==> config.mk <==
export PLATFORM = sky130hd
export DESIGN_NAME = bounded_packet_fifo_with_range_count
export DESIGN_NICKNAME = d
export VERILOG_FILES = /design/src/sv/bpf_pkg.sv /design/src/sv/bounded_packet_fifo_with_range_count.sv /design/src/sv/bpf_ctrl.sv /design/src/sv/bpf_dpath.sv
export VERILOG_INCLUDE_DIRS = /design/src /design/src/sv
export SDC_FILE = /design/constraint.sdc
export NUM_CORES = 2
export LEC_CHECK = 0
export BUFFER_PORTS_ARGS = -buffer_cell sky130_fd_sc_hd__buf_2
export CAP_MARGIN = 20
export CORE_MARGIN = 2
export CORE_UTILIZATION = 56
export DETAILED_ROUTE_END_ITERATION = 6
export MAX_ROUTING_LAYER = met4
export PLACE_DENSITY = 0.82
export SLEW_MARGIN = 30
export SYNTH_ARGS = -nofsm -noshare
export SYNTH_HDL_FRONTEND = slang
export SYNTH_SLANG_ARGS = --single-unit
==> constraint.sdc <==
create_clock -name clk -period 6.2 [get_ports clk]
set_input_delay 1.24 -clock clk [delete_from_list [all_inputs] [get_ports clk]]
set_output_delay 1.24 -clock clk [all_outputs]
set_load 0.05 [all_outputs]
==> src/sv/bounded_packet_fifo_with_range_count_assert.svh <==
// ----------------------------------------------------------------------------
// bounded_packet_fifo_with_range_count assertion macros
// Shared property wrappers, clocked on clk and held off during arst_n.
// ----------------------------------------------------------------------------
`ifndef BOUNDED_PACKET_FIFO_WITH_RANGE_COUNT_ASSERT_SVH
`define BOUNDED_PACKET_FIFO_WITH_RANGE_COUNT_ASSERT_SVH

// same-cycle implication
`define BPF_ASSERT_NOW(lbl, ante, cons, msg) \
	lbl: assert property (@(posedge clk) disable iff (!arst_n) (ante) |-> (cons)) \
		else $error(msg);

// next-cycle implication
`define BPF_ASSERT_NEXT(lbl, ante, cons, msg) \
	lbl: assert property (@(posedge clk) disable iff (!arst_n) (ante) |=> (cons)) \
		else $error(msg);

`endif

==> src/sv/bpf_pkg.sv <==
// ----------------------------------------------------------------------------
// bpf_pkg
// Request codes, field widths and controller/datapath handshake types.
// ----------------------------------------------------------------------------
package bpf_pkg;

	localparam int SRC_W  = 16;
	localparam int DST_W  = 16;
	localparam int TIME_W = 32;
	localparam int CAP_W  = 7;
	localparam int CNT_W  = 7;
	localparam int WORD_W = SRC_W + DST_W + TIME_W;

	localparam logic [1:0] REQ_ADD = 2'd0;
	localparam logic [1:0] REQ_FWD = 2'd1;
	localparam logic [1:0] REQ_CNT = 2'd2;

	localparam logic [CNT_W-1:0] CNT_MAX = 7'd127;
	localparam logic [CAP_W-1:0] CAP_RESET = 7'd64;

	typedef struct packed {
		logic load;     // latch the request beat
		logic scan_rd;  // read one stored entry
		logic commit;   // apply the update and load the result
	} ctrl_cmd_t;

	typedef struct packed {
		logic scan_needed; // incoming request has stored entries to visit
		logic last_rd;     // current read is the final one
		logic out_free;    // result register can take a new beat
	} ctrl_sts_t;

endpackage

==> src/sv/bounded_packet_fifo_with_range_count.sv <==
// ----------------------------------------------------------------------------
// bounded_packet_fifo_with_range_count
// Packet FIFO with duplicate refusal, eviction at capacity and window count.
// ----------------------------------------------------------------------------
// One request is handled at a time. Add and count walk every stored entry
// through the single-port entry memory, one read per cycle, then drain and
// commit; forward reads only the head entry; on an empty buffer the sweep is
// skipped. The result sits in an output register, so the next request is
// accepted while a result beat still waits, and its commit holds until that
// beat is taken. The user must write capacity_limit on the cfg channel only
// while no request is pending; the block does not enforce it. Zero acts as
// one and values above BUFFER_DEPTH act as BUFFER_DEPTH.
module bounded_packet_fifo_with_range_count #(
	parameter int BUFFER_DEPTH = 64
) (
	input  logic         clk,
	input  logic         arst_n,
	input  logic         s_tvalid,
	output logic         s_tready,
	input  logic [127:0] s_tdata,   // src_id, dst_id, pkt_time, window_start, window_end
	input  logic [1:0]   s_tuser,   // req_type
	output logic         m_tvalid,
	input  logic         m_tready,
	output logic [71:0]  m_tdata,   // out_src, out_dst, out_time, match_count, zero pad
	output logic [0:0]   m_tuser,   // ok_flag
	input  logic         cfg_valid,
	output logic         cfg_ready,
	input  logic [6:0]   cfg_data   // capacity_limit
);

	logic [bpf_pkg::CAP_W-1:0] capacity_q;
	bpf_pkg::ctrl_cmd_t        cmd;
	bpf_pkg::ctrl_sts_t        sts;

	assign cfg_ready = 1'b1;

	always_ff @(posedge clk or negedge arst_n) begin
		if (!arst_n) begin
			capacity_q <= bpf_pkg::CAP_RESET;
		end else if (cfg_valid && cfg_ready) begin
			capacity_q <= cfg_data;
		end
	end

	bpf_ctrl u_ctrl (
		.clk      (clk),
		.arst_n   (arst_n),
		.s_tvalid (s_tvalid),
		.s_tready (s_tready),
		.sts      (sts),
		.cmd      (cmd)
	);

	bpf_dpath #(
		.DEPTH (BUFFER_DEPTH)
	) u_dpath (
		.clk      (clk),
		.arst_n   (arst_n),
		.s_tdata  (s_tdata),
		.s_tuser  (s_tuser),
		.capacity (capacity_q),
		.m_tvalid (m_tvalid),
		.m_tready (m_tready),
		.m_tdata  (m_tdata),
		.m_tuser  (m_tuser),
		.cmd      (cmd),
		.sts      (sts)
	);

endmodule

==> src/sv/bpf_ctrl.sv <==
// ----------------------------------------------------------------------------
// bpf_ctrl
// Request sequencer: accept, sweep the stored entries and drain (skipped on an empty buffer), commit.
// ----------------------------------------------------------------------------
module bpf_ctrl (
	input  logic                clk,
	input  logic                arst_n,
	input  logic                s_tvalid,
	output logic                s_tready,
	input  bpf_pkg::ctrl_sts_t  sts,
	output bpf_pkg::ctrl_cmd_t  cmd
);

	localparam logic [1:0] ST_IDLE  = 2'd0;
	localparam logic [1:0] ST_SCAN  = 2'd1;
	localparam logic [1:0] ST_DRAIN = 2'd2;
	localparam logic [1:0] ST_DONE  = 2'd3;

	logic [1:0] state_q;
	logic [1:0] state_nxt;

	assign s_tready    = (state_q == ST_IDLE);
	assign cmd.load    = s_tvalid && s_tready;
	assign cmd.scan_rd = (state_q == ST_SCAN);
	assign cmd.commit  = (state_q == ST_DONE) && sts.out_free;

	always_comb begin
		state_nxt = state_q;
		unique case (state_q)
			ST_IDLE: begin
				if (s_tvalid) begin
					state_nxt = sts.scan_needed ? ST_SCAN : ST_DONE;
				end
			end
			ST_SCAN: begin
				if (sts.last_rd) begin
					state_nxt = ST_DRAIN;
				end
			end
			ST_DRAIN: begin
				state_nxt = ST_DONE;
			end
			ST_DONE: begin
				if (sts.out_free) begin
					state_nxt = ST_IDLE;
				end
			end
			default: begin
				state_nxt = ST_IDLE;
			end
		endcase
	end

	always_ff @(posedge clk or negedge arst_n) begin
		if (!arst_n) begin
			state_q <= ST_IDLE;
		end else begin
			state_q <= state_nxt;
		end
	end

endmodule

==> src/sv/bpf_dpath.sv <==
// ----------------------------------------------------------------------------
// bpf_dpath
// Entry memory, ring pointers, occupancy, match logic and result register.
// ----------------------------------------------------------------------------
`include "bounded_packet_fifo_with_range_count_assert.svh"

module bpf_dpath #(
	parameter int DEPTH = 64
) (
	input  logic                          clk,
	input  logic                          arst_n,
	input  logic [127:0]                  s_tdata,
	input  logic [1:0]                    s_tuser,
	input  logic [bpf_pkg::CAP_W-1:0]     capacity,
	output logic                          m_tvalid,
	input  logic                          m_tready,
	output logic [71:0]                   m_tdata,
	output logic [0:0]                    m_tuser,
	input  bpf_pkg::ctrl_cmd_t            cmd,
	output bpf_pkg::ctrl_sts_t            sts
);

	localparam int PTR_W = $clog2(DEPTH);
	localparam int OCC_W = $clog2(DEPTH + 1);
	localparam int CMP_W = (OCC_W > bpf_pkg::CAP_W) ? OCC_W : bpf_pkg::CAP_W;

	logic [bpf_pkg::WORD_W-1:0] entry_mem_q [DEPTH];

	logic [PTR_W-1:0] head_q, tail_q, scan_ptr_q;
	logic [OCC_W-1:0] occ_q, left_q;

	logic [1:0]                  req_q;
	logic [bpf_pkg::SRC_W-1:0]   src_q;
	logic [bpf_pkg::DST_W-1:0]   dst_q;
	logic [bpf_pkg::TIME_W-1:0]  time_q, ws_q, we_q;

	logic [bpf_pkg::WORD_W-1:0]  rd_data_s1;
	logic                        rd_vld_s1;
	logic                        dup_q;
	logic [bpf_pkg::CNT_W-1:0]   cnt_q;

	logic                        m_valid_q;
	logic [71:0]                 m_data_q;
	logic                        m_user_q;

	logic [bpf_pkg::DST_W-1:0]   rd_dst;
	logic [bpf_pkg::TIME_W-1:0]  rd_time;
	logic                        hit;
	logic                        full;
	logic [bpf_pkg::CAP_W-1:0]   eff_cap;
	logic                        add_ok;
	logic                        fwd_ok;
	logic [71:0]                 res_data;
	logic                        res_ok;

	function automatic logic [PTR_W-1:0] next_ptr(input logic [PTR_W-1:0] p);
		next_ptr = (p == PTR_W'(DEPTH - 1)) ? '0 : p + PTR_W'(1);
	endfunction

	assign rd_dst  = rd_data_s1[bpf_pkg::TIME_W +: bpf_pkg::DST_W];
	assign rd_time = rd_data_s1[bpf_pkg::TIME_W-1:0];
	assign hit     = (rd_dst == dst_q) && (rd_time >= ws_q) && (rd_time <= we_q);

	// zero capacity acts as one, capacity above the depth is capped by the depth
	assign eff_cap = (capacity == '0) ? bpf_pkg::CAP_W'(1) : capacity;
	assign full    = (CMP_W'(occ_q) >= CMP_W'(eff_cap)) || (occ_q == OCC_W'(DEPTH));

	assign add_ok = !dup_q;
	assign fwd_ok = (occ_q != '0);

	assign sts.scan_needed = (occ_q != '0) &&
		((s_tuser == bpf_pkg::REQ_ADD) || (s_tuser == bpf_pkg::REQ_FWD) ||
		 (s_tuser == bpf_pkg::REQ_CNT));
	assign sts.last_rd  = (left_q == OCC_W'(1));
	assign sts.out_free = !m_valid_q || m_tready;

	always_comb begin
		res_data = '0;
		res_ok   = 1'b0;
		case (req_q)
			bpf_pkg::REQ_ADD: begin
				res_ok = add_ok;
			end
			bpf_pkg::REQ_FWD: begin
				res_ok = fwd_ok;
				if (fwd_ok) begin
					res_data[15:0]  = rd_data_s1[63:48];
					res_data[31:16] = rd_data_s1[47:32];
					res_data[63:32] = rd_data_s1[31:0];
				end
			end
			bpf_pkg::REQ_CNT: begin
				res_data[70:64] = cnt_q;
			end
			default: begin
				res_ok = 1'b0;
			end
		endcase
	end

	// entry memory, one access per cycle
	always_ff @(posedge clk) begin
		if (cmd.commit && (req_q == bpf_pkg::REQ_ADD) && add_ok) begin
			entry_mem_q[tail_q] <= {src_q, dst_q, time_q};
		end
		if (cmd.scan_rd) begin
			rd_data_s1 <= entry_mem_q[scan_ptr_q];
		end
	end

	always_ff @(posedge clk) begin
		if (cmd.load) begin
			req_q  <= s_tuser;
			src_q  <= s_tdata[15:0];
			dst_q  <= s_tdata[31:16];
			time_q <= s_tdata[63:32];
			ws_q   <= s_tdata[95:64];
			we_q   <= s_tdata[127:96];
		end
		if (cmd.commit) begin
			m_data_q <= res_data;
			m_user_q <= res_ok;
		end
	end

	always_ff @(posedge clk or negedge arst_n) begin
		if (!arst_n) begin
			head_q     <= '0;
			tail_q     <= '0;
			occ_q      <= '0;
			scan_ptr_q <= '0;
			left_q     <= '0;
			rd_vld_s1  <= 1'b0;
			dup_q      <= 1'b0;
			cnt_q      <= '0;
			m_valid_q  <= 1'b0;
		end else begin
			rd_vld_s1 <= cmd.scan_rd;
			if (cmd.load) begin
				scan_ptr_q <= head_q;
				left_q     <= (s_tuser == bpf_pkg::REQ_FWD) ? OCC_W'(1) : occ_q;
				dup_q      <= 1'b0;
				cnt_q      <= '0;
			end else if (cmd.scan_rd) begin
				scan_ptr_q <= next_ptr(scan_ptr_q);
				left_q     <= left_q - OCC_W'(1);
			end
			if (rd_vld_s1) begin
				if (rd_data_s1 == {src_q, dst_q, time_q}) begin
					dup_q <= 1'b1;
				end
				if (hit && (cnt_q != bpf_pkg::CNT_MAX)) begin
					cnt_q <= cnt_q + bpf_pkg::CNT_W'(1);
				end
			end
			if (cmd.commit) begin
				case (req_q)
					bpf_pkg::REQ_ADD: begin
						if (add_ok) begin
							tail_q <= next_ptr(tail_q);
							// full: oldest entry drops out, occupancy holds
							if (full) begin
								head_q <= next_ptr(head_q);
							end else begin
								occ_q <= occ_q + OCC_W'(1);
							end
						end
					end
					bpf_pkg::REQ_FWD: begin
						if (fwd_ok) begin
							head_q <= next_ptr(head_q);
							occ_q  <= occ_q - OCC_W'(1);
						end
					end
					default: begin
					end
				endcase
			end
			if (cmd.commit) begin
				m_valid_q <= 1'b1;
			end else if (m_tready) begin
				m_valid_q <= 1'b0;
			end
		end
	end

	assign m_tvalid = m_valid_q;
	assign m_tdata  = m_data_q;
	assign m_tuser  = m_user_q;

	`BPF_ASSERT_NOW(a_occ_bound, 1'b1, occ_q <= OCC_W'(DEPTH), "occupancy above depth")
	`BPF_ASSERT_NOW(a_commit_free, cmd.commit, sts.out_free, "commit into busy result register")
	`BPF_ASSERT_NOW(a_scan_left, cmd.scan_rd, left_q != '0, "entry read past occupancy")
	`BPF_ASSERT_NEXT(a_commit_out, cmd.commit, m_tvalid, "commit without result beat")

endmodule
* Word-level counts from Yosys, hierarchy flattened
Memories as Yosys holds them, arrays and structs flattened. A register that Yosys moved wholly into a read port is not among the register bits.
Index checks and enable logic that the tools add are counted.
** Word-level totals
- Word-level logic and storage cells :: 114
- Flip-flop bits (word level) :: 253
- Bits of input ports :: 142
- Memory bits (writable) :: 4096
- Output and inout port bits :: 76
- Memories kept :: 1
** Memory list
- u_dpath.entry_mem_q :: words 64, bits a word 64, read ports 1, clocked after Yosys merged registers in 1, wr ports 1, line bpf_dpath.sv:27 : logic [bpf_pkg::WORD_W-1:0] entry_mem_q [DEPTH];
** Operators by class
- Bitwise logic cells :: 1
- Equal/unequal tests :: 22
- Muxes and demuxes :: 33
- $lt $le $gt $ge :: 3
- Add/subtract/negate cells :: 7
- Reduce and logical (&&, ||, !) cells :: 27
** Operators by type and width (count)
- $mux 7 :: 10
- $eq 64x64->1 :: 1
- $mux 6 :: 8
- $ge 32x32->1 :: 1
- $le 32x32->1 :: 1
- $add 6x1->6 const B :: 3
- $eq 6x6->1 const B :: 3
- $eq 16x16->1 :: 1
- $add 7x1->7 const B :: 2
- $pmux 7 s2 :: 1
- $sub 7x1->7 const B :: 2
- $pmux 6 s2 :: 1
- $reduce_and 5->1 :: 2
- $eq 2x2->1 const B :: 4
- $logic_and 1x1->1 :: 8
- $mux 2 :: 4
- $ne 2x2->1 const B :: 4
- $pmux 2 s4 :: 1
- $eq 7x1->1 const B :: 1
- $eq 7x7->1 const B :: 1
- $ge 7x7->1 :: 1
- $logic_not 7->1 :: 1
- $mux 1 :: 7
- $ne 7x7->1 const B :: 1
- other kinds (11) :: 24

* Depth between registers and ports, before layout
- Depth in word-level cells :: 7
- Depth in mapped cells :: 12

* Modules after synthesis
Synthesis repeated with hierarchy kept, for this count alone.
** Unflattened totals
- Cell total of the unflattened synthesis :: 6814
- Area, all modules :: 168754.3 sq um
** By module, submodules not included
- bpf_dpath :: sequential area each 132036.6 sq um, cells an instance 6778, area an instance 168270.1 sq um, instances 1
- bounded_packet_fifo_with_range_count :: sequential area each 176.4 sq um, cells an instance 17, area an instance 304.0 sq um, instances 1
- bpf_ctrl :: sequential area each 50.0 sq um, cells an instance 19, area an instance 180.2 sq um, instances 1

* Worst setup path before layout
No wires, ideal clock.
- Path type :: input port to flip-flop
- Start :: input port m_tready
- End :: memory u_dpath.entry_mem_q[7][0] (netlist bit), enable pin
- Stages on the path :: 7
- Path buffers :: 1
- Arrival :: 6.623 ns
- Setup slack :: -0.988 ns
- Data required time :: 5.635 ns
- Path through :: nand2b_1 > nand2_1 > or3_1 > clkbuf_1 > nor2_1 > nand2_1 > nor3_1
** Between the ends
- Longest elaborated chain between the ends :: 6
** Ends and longest elaborated chain
- from (decl) :: line bounded_packet_fifo_with_range_count.sv:23 : input logic m_tready,
- $logic_or 1x1->1 :: line bpf_dpath.sv:75 : assign sts.out_free = !m_valid_q || m_tready;
- $logic_and 1x1->1 :: line bpf_ctrl.sv:25 : assign cmd.commit = (state_q == ST_DONE) && sts.out_free;
- $logic_and 1x1->1 (2 in a row) :: line bpf_dpath.sv:103 : if (cmd.commit && (req_q == bpf_pkg::REQ_ADD) && add_ok) begin
- $mux 1 :: line bpf_dpath.sv:103
- $mux 1 (not written as such) :: line bpf_dpath.sv:104 : entry_mem_q[tail_q] <= {src_q, dst_q, time_q};
- to (decl) :: line bpf_dpath.sv:27
Every way passes these cells.

* Final worst setup path
- Start :: register u_ctrl.state_q[0]
- End :: memory u_dpath.entry_mem_q[52][50] (netlist bit), enable pin
** Between the ends
- Longest elaborated chain between the ends :: 6
** Ends and longest elaborated chain
- from (decl) :: line bpf_ctrl.sv:19 : logic [1:0] state_q;
- from (signal assigned) :: line bpf_ctrl.sv:58 : state_q <= state_nxt;
- $eq 2x2->1 :: line bpf_ctrl.sv:25
- $logic_and 1x1->1 :: line bpf_ctrl.sv:25
- $logic_and 1x1->1 (2 in a row) :: line bpf_dpath.sv:103
- $mux 1 :: line bpf_dpath.sv:103
- $mux 1 (not written as such) :: line bpf_dpath.sv:104
Every way passes these cells.

==> run_results.csv <==
group,metric,value,unit
critical_path,worst_ep_arrival_time,5110,ps
timing,skew,92.0,ps
drt,wirelength,524000,um
clocking,clk_latency,1000,ps
synthesis,synthMuxAreaShare,0.180,
timing,fin_crit,4530,ps
synthesis,synth_nets,7056,
power,clockPowerShare,0.294,
critical_path,required,6780,ps
clocking,cts_buffers,420,
drt,antenna_left,0,
drt,drt_iter0_drc,16600,
place,pre_cts_slack,977,ps
timing,max_freq,221,MHz
synthesis,syn_area,169000,um2
floorplan,die_area,306000,um2
timing,hold_violations,0,
floorplan,dieWidth,553,um
synthesis,synthFlopType,"edfxtp_1",
place,io_buffers,215,
outcome,violations,"design-rule violations",
clocking,cts-root-buf,"clkbuf_16",
floorplan,rows,201,
clocking,post_cts_buffers,0,
drt,routed_via_density,7.43,
global_route,grt_pass1_vias,86300,
finish,finish.utilization,0.636,
critical_path,r2r_start,"u_ctrl.state_q[0]",
synthesis,yosys_warnings,0,
synthesis,synth_compound_area_frac,0.00480,
synthesis,synth_cell_type_count,63,
clocking,cts_tree,"done",
finish,fillers,17600,
power,power_frac_seq,0.410,
critical_path,rr_worst_depth,7,
global_route,grt-ovfl-total,0,
global_route,antenna_found_initial,56,
synthesis,yosys.area_share.xor_xnor,0.00420,
clocking,ctsLongestPathBuffers,4,
synthesis,synth_edf_count,4362,
drt,vias,87500,
global_route,grt.total_usage,0.352,
drt,wire_per_inst,44.5,um
critical_path,r2r_setup_slack,1670,ps
power,leakage,59.9,nW
critical_path,rr_endpoint,"u_dpath.entry_mem_q[52][50]",
synthesis,yosys.area_share.simple,0.0104,
power,p_comb_frac,0.296,
global_route,grt_max_degree,107,
timing,fin_setup_tns,0,ps
timing,finalMaxSlewViolations,0,
power,switching_power,28.0,mW
outcome,status,"complete, but fails checks",
floorplan,fp.coreArea,300000,um2
timing,tightest_slew,1220,ps
synthesis,syn_inst,6827,
clocking,ctsHoldBuffers,0,
drt,drc,1,
timing,relSlewSlack,0.187,
clocking,cts_max_level,5,
floorplan,start_util,0.563,
clocking,post_cts_resized,0,
clocking,clock-sinks,4413,
critical_path,critical_path_class,"reg2reg",
critical_path,critical_path.startpoint_type,"flop",
place,gp_congestion,0.865,
place,dp_hpwl,262000,um
drt,first_pass_iters,7,
job,cap_violations,0,
power,ir_drop,0.435,mV
power,internal-power,59.5,mW
hold_path,holdPathEnd,"u_dpath.time_q[16]",
synthesis,synth_top_family_by_area,"multiplexers",
power,switching_share,0.320,
synthesis,ys_async_sr_fraction,0.0116,
power,power_density,459,nW/um2
synthesis,synthAdderAreaFrac,0.00649,
power,total_power,87.5,mW
clocking,clkTransAtPathRegs,70,ps
floorplan,io_pins,218,
hold_path,hold_path_class,"in2reg",
critical_path,cp_max_fo,40,
hold_path,hp-start,"s_tdata[48]",
hold_path,whs_path_depth,1,
synthesis,ys_ff_latch,4413,
floorplan,die_y,553,um
finish,area_growth,13.0,%
timing,post-route-period-util,0.730,
critical_path,end_kind,"flop",
timing,fin_ws,1670,ps
finish,drive_gt1_frac,0.325,
timing,setup_violations,0,
synthesis,yosysSeqAreaShare,0.784,
synthesis,avgSynthCellArea,24.7,um2
global_route,grt_pass1_wl,717000,um
timing,rsz0062_at_grt,"no",
finish,fin_nets,7659,
critical path, stage by stage (launching register included):
cell	delay (ps)
dfrtp_1	430
ha_1	210
nand2_1	300
or3_1	610
nor2_1	720
nand3_1	760
nor2_4	300
buf_4	740
cell type report:
type                            instances  area (um2)  share of cell area
Timing Repair Buffer                  507        4180              0.0219
Antenna cell                           54         135            0.000709
Sequential cell                      4413      132000               0.694
Clock buffer                          513       10900              0.0573
Tap cell                             3958        4950              0.0260
Inverter                               88         340             0.00179
Clock inverter                        246        2450              0.0128
Multi-Input combinational cell       2000       35400               0.186
power groups by stage:
stage	logic (mW)	registers, mW	clock network, mW
floorplan	15.1	36.9	0
global placement	23.4	36.5	0
detailed placement	24.3	36.5	0
CTS	25.4	36.0	25.7
global route	26.4	35.9	26.6
finish	25.9	35.9	25.7
stage by stage:
stage                     hold WS (ps)  instances  instance area (um2)
after floorplan                    468       6827               169000
after global placement             498      11000               177000
after detailed placement           523      11000               177000
after CTS                          364      11700               190000
after global routing               393      11800               191000
final                              410      11800               191000
routing by layer:
| layer | GRT usage | routed length (um) | part of all wire |
|---|---|---|---|
| met1 | 0.423 | 159000 | 0.30 |
| met2 | 0.546 | 253000 | 0.48 |
| met3 | 0.0927 | 73400 | 0.14 |
| met4 | 0.198 | 38600 | 0.074 |
| met5 | - | 0 | 0 |
cells by family after synthesis:
family          count (synthesis)
xor+xnor                       81
flops                        4413
buf+inv                       414
simple gates                  347
compound gates                127
fa+ha+maj                      87
mux                          1356
other cells                     2
registers in the layout, indices dropped and copies added, names as in the netlist, 16 cells and up:
| register | cells |
|---|---|
| u_dpath.time_q | 32 |
| u_dpath.we_q | 32 |
| u_dpath.entry_mem_q | 4096 |
| u_dpath.src_q | 16 |
| u_dpath.dst_q | 16 |
| u_dpath.ws_q | 32 |
| u_dpath.m_tdata | 71 |
| u_dpath.rd_data_s1 | 64 |
Yosys cell counts (3+ instances only):
cell type	n	area, um2
inv_1	88	330
ha_1	86	1080
a211oi_1	4	30.0
nor4b_1	3	26.3
edfxtp_1	4362	131000
o31a_1	3	26.3
nor4_1	18	113
dfrtp_1	50	1250
clkbuf_1	180	676
mux2_2	6	67.6
and4_1	3	26.3
nand3b_1	4	30.0
a22oi_1	3	22.5
buf_2	104	521
nor3_1	11	55.1
nand3_1	25	125
and3_1	8	50.1
o21ai_0	26	130
xor2_1	61	534
nand4_1	19	119
nor2b_1	7	43.8
mux2i_1	6	60.1
nor2_1	91	342
a21o_1	14	105
xnor2_1	20	175
buf_6	5	56.3
a31o_2	4	35.0
nand2_1	66	248
or2_2	3	18.8
o211ai_1	3	22.5
buf_1	35	131
mux4_2	1344	30300
or3_1	4	25.0
a221oi_1	3	26.3
nand2b_1	10	62.6
a21oi_1	45	225
and2_1	70	438
worst max-delay path by stage:
stage	startpoint	to	slack, ps	depth (start not counted)
floorplan	m_tready	u_dpath.entry_mem_q[10][0]	-700	5
global placement	m_tready	u_dpath.entry_mem_q[53][34]	1000	8
detailed placement	m_tready	u_dpath.entry_mem_q[53][45]	980	8
CTS	u_ctrl.state_q[0]	u_dpath.entry_mem_q[53][62]	1750	7
global route	u_ctrl.state_q[0]	u_dpath.entry_mem_q[52][50]	1750	7
finish	u_ctrl.state_q[0]	u_dpath.entry_mem_q[52][50]	1670	7
layout by cell type, fill, tap and decap left out, types with 7 or more instances in the layout:
| master | n |
|---|---|
| edfxtp_1 | 4362 |
| mux4_2 | 1344 |
| clkbuf_16 | 421 |
| buf_4 | 217 |
| buf_2 | 215 |
| clkinv_1 | 100 |
| clkbuf_1 | 88 |
| inv_1 | 86 |
| ha_1 | 85 |
| and2_1 | 70 |
| clkinv_2 | 69 |
| nand2_1 | 65 |
| buf_12 | 64 |
| nor2_4 | 60 |
| xor2_1 | 58 |
| diode_2 | 54 |
| a21oi_1 | 44 |
| dfrtp_1 | 44 |
| nor2_1 | 31 |
| bufinv_16 | 30 |
| nand3_1 | 25 |
| o21ai_0 | 25 |
| xnor2_1 | 20 |
| nand4_1 | 19 |
| clkinv_16 | 18 |
| clkinvlp_4 | 17 |
| a21o_1 | 14 |
| nor4_1 | 13 |
| nand2b_1 | 10 |
| nor2b_1 | 7 |
| and3_1 | 7 |
| nor3_1 | 7 |
Power figures use the tool's default switching activity.
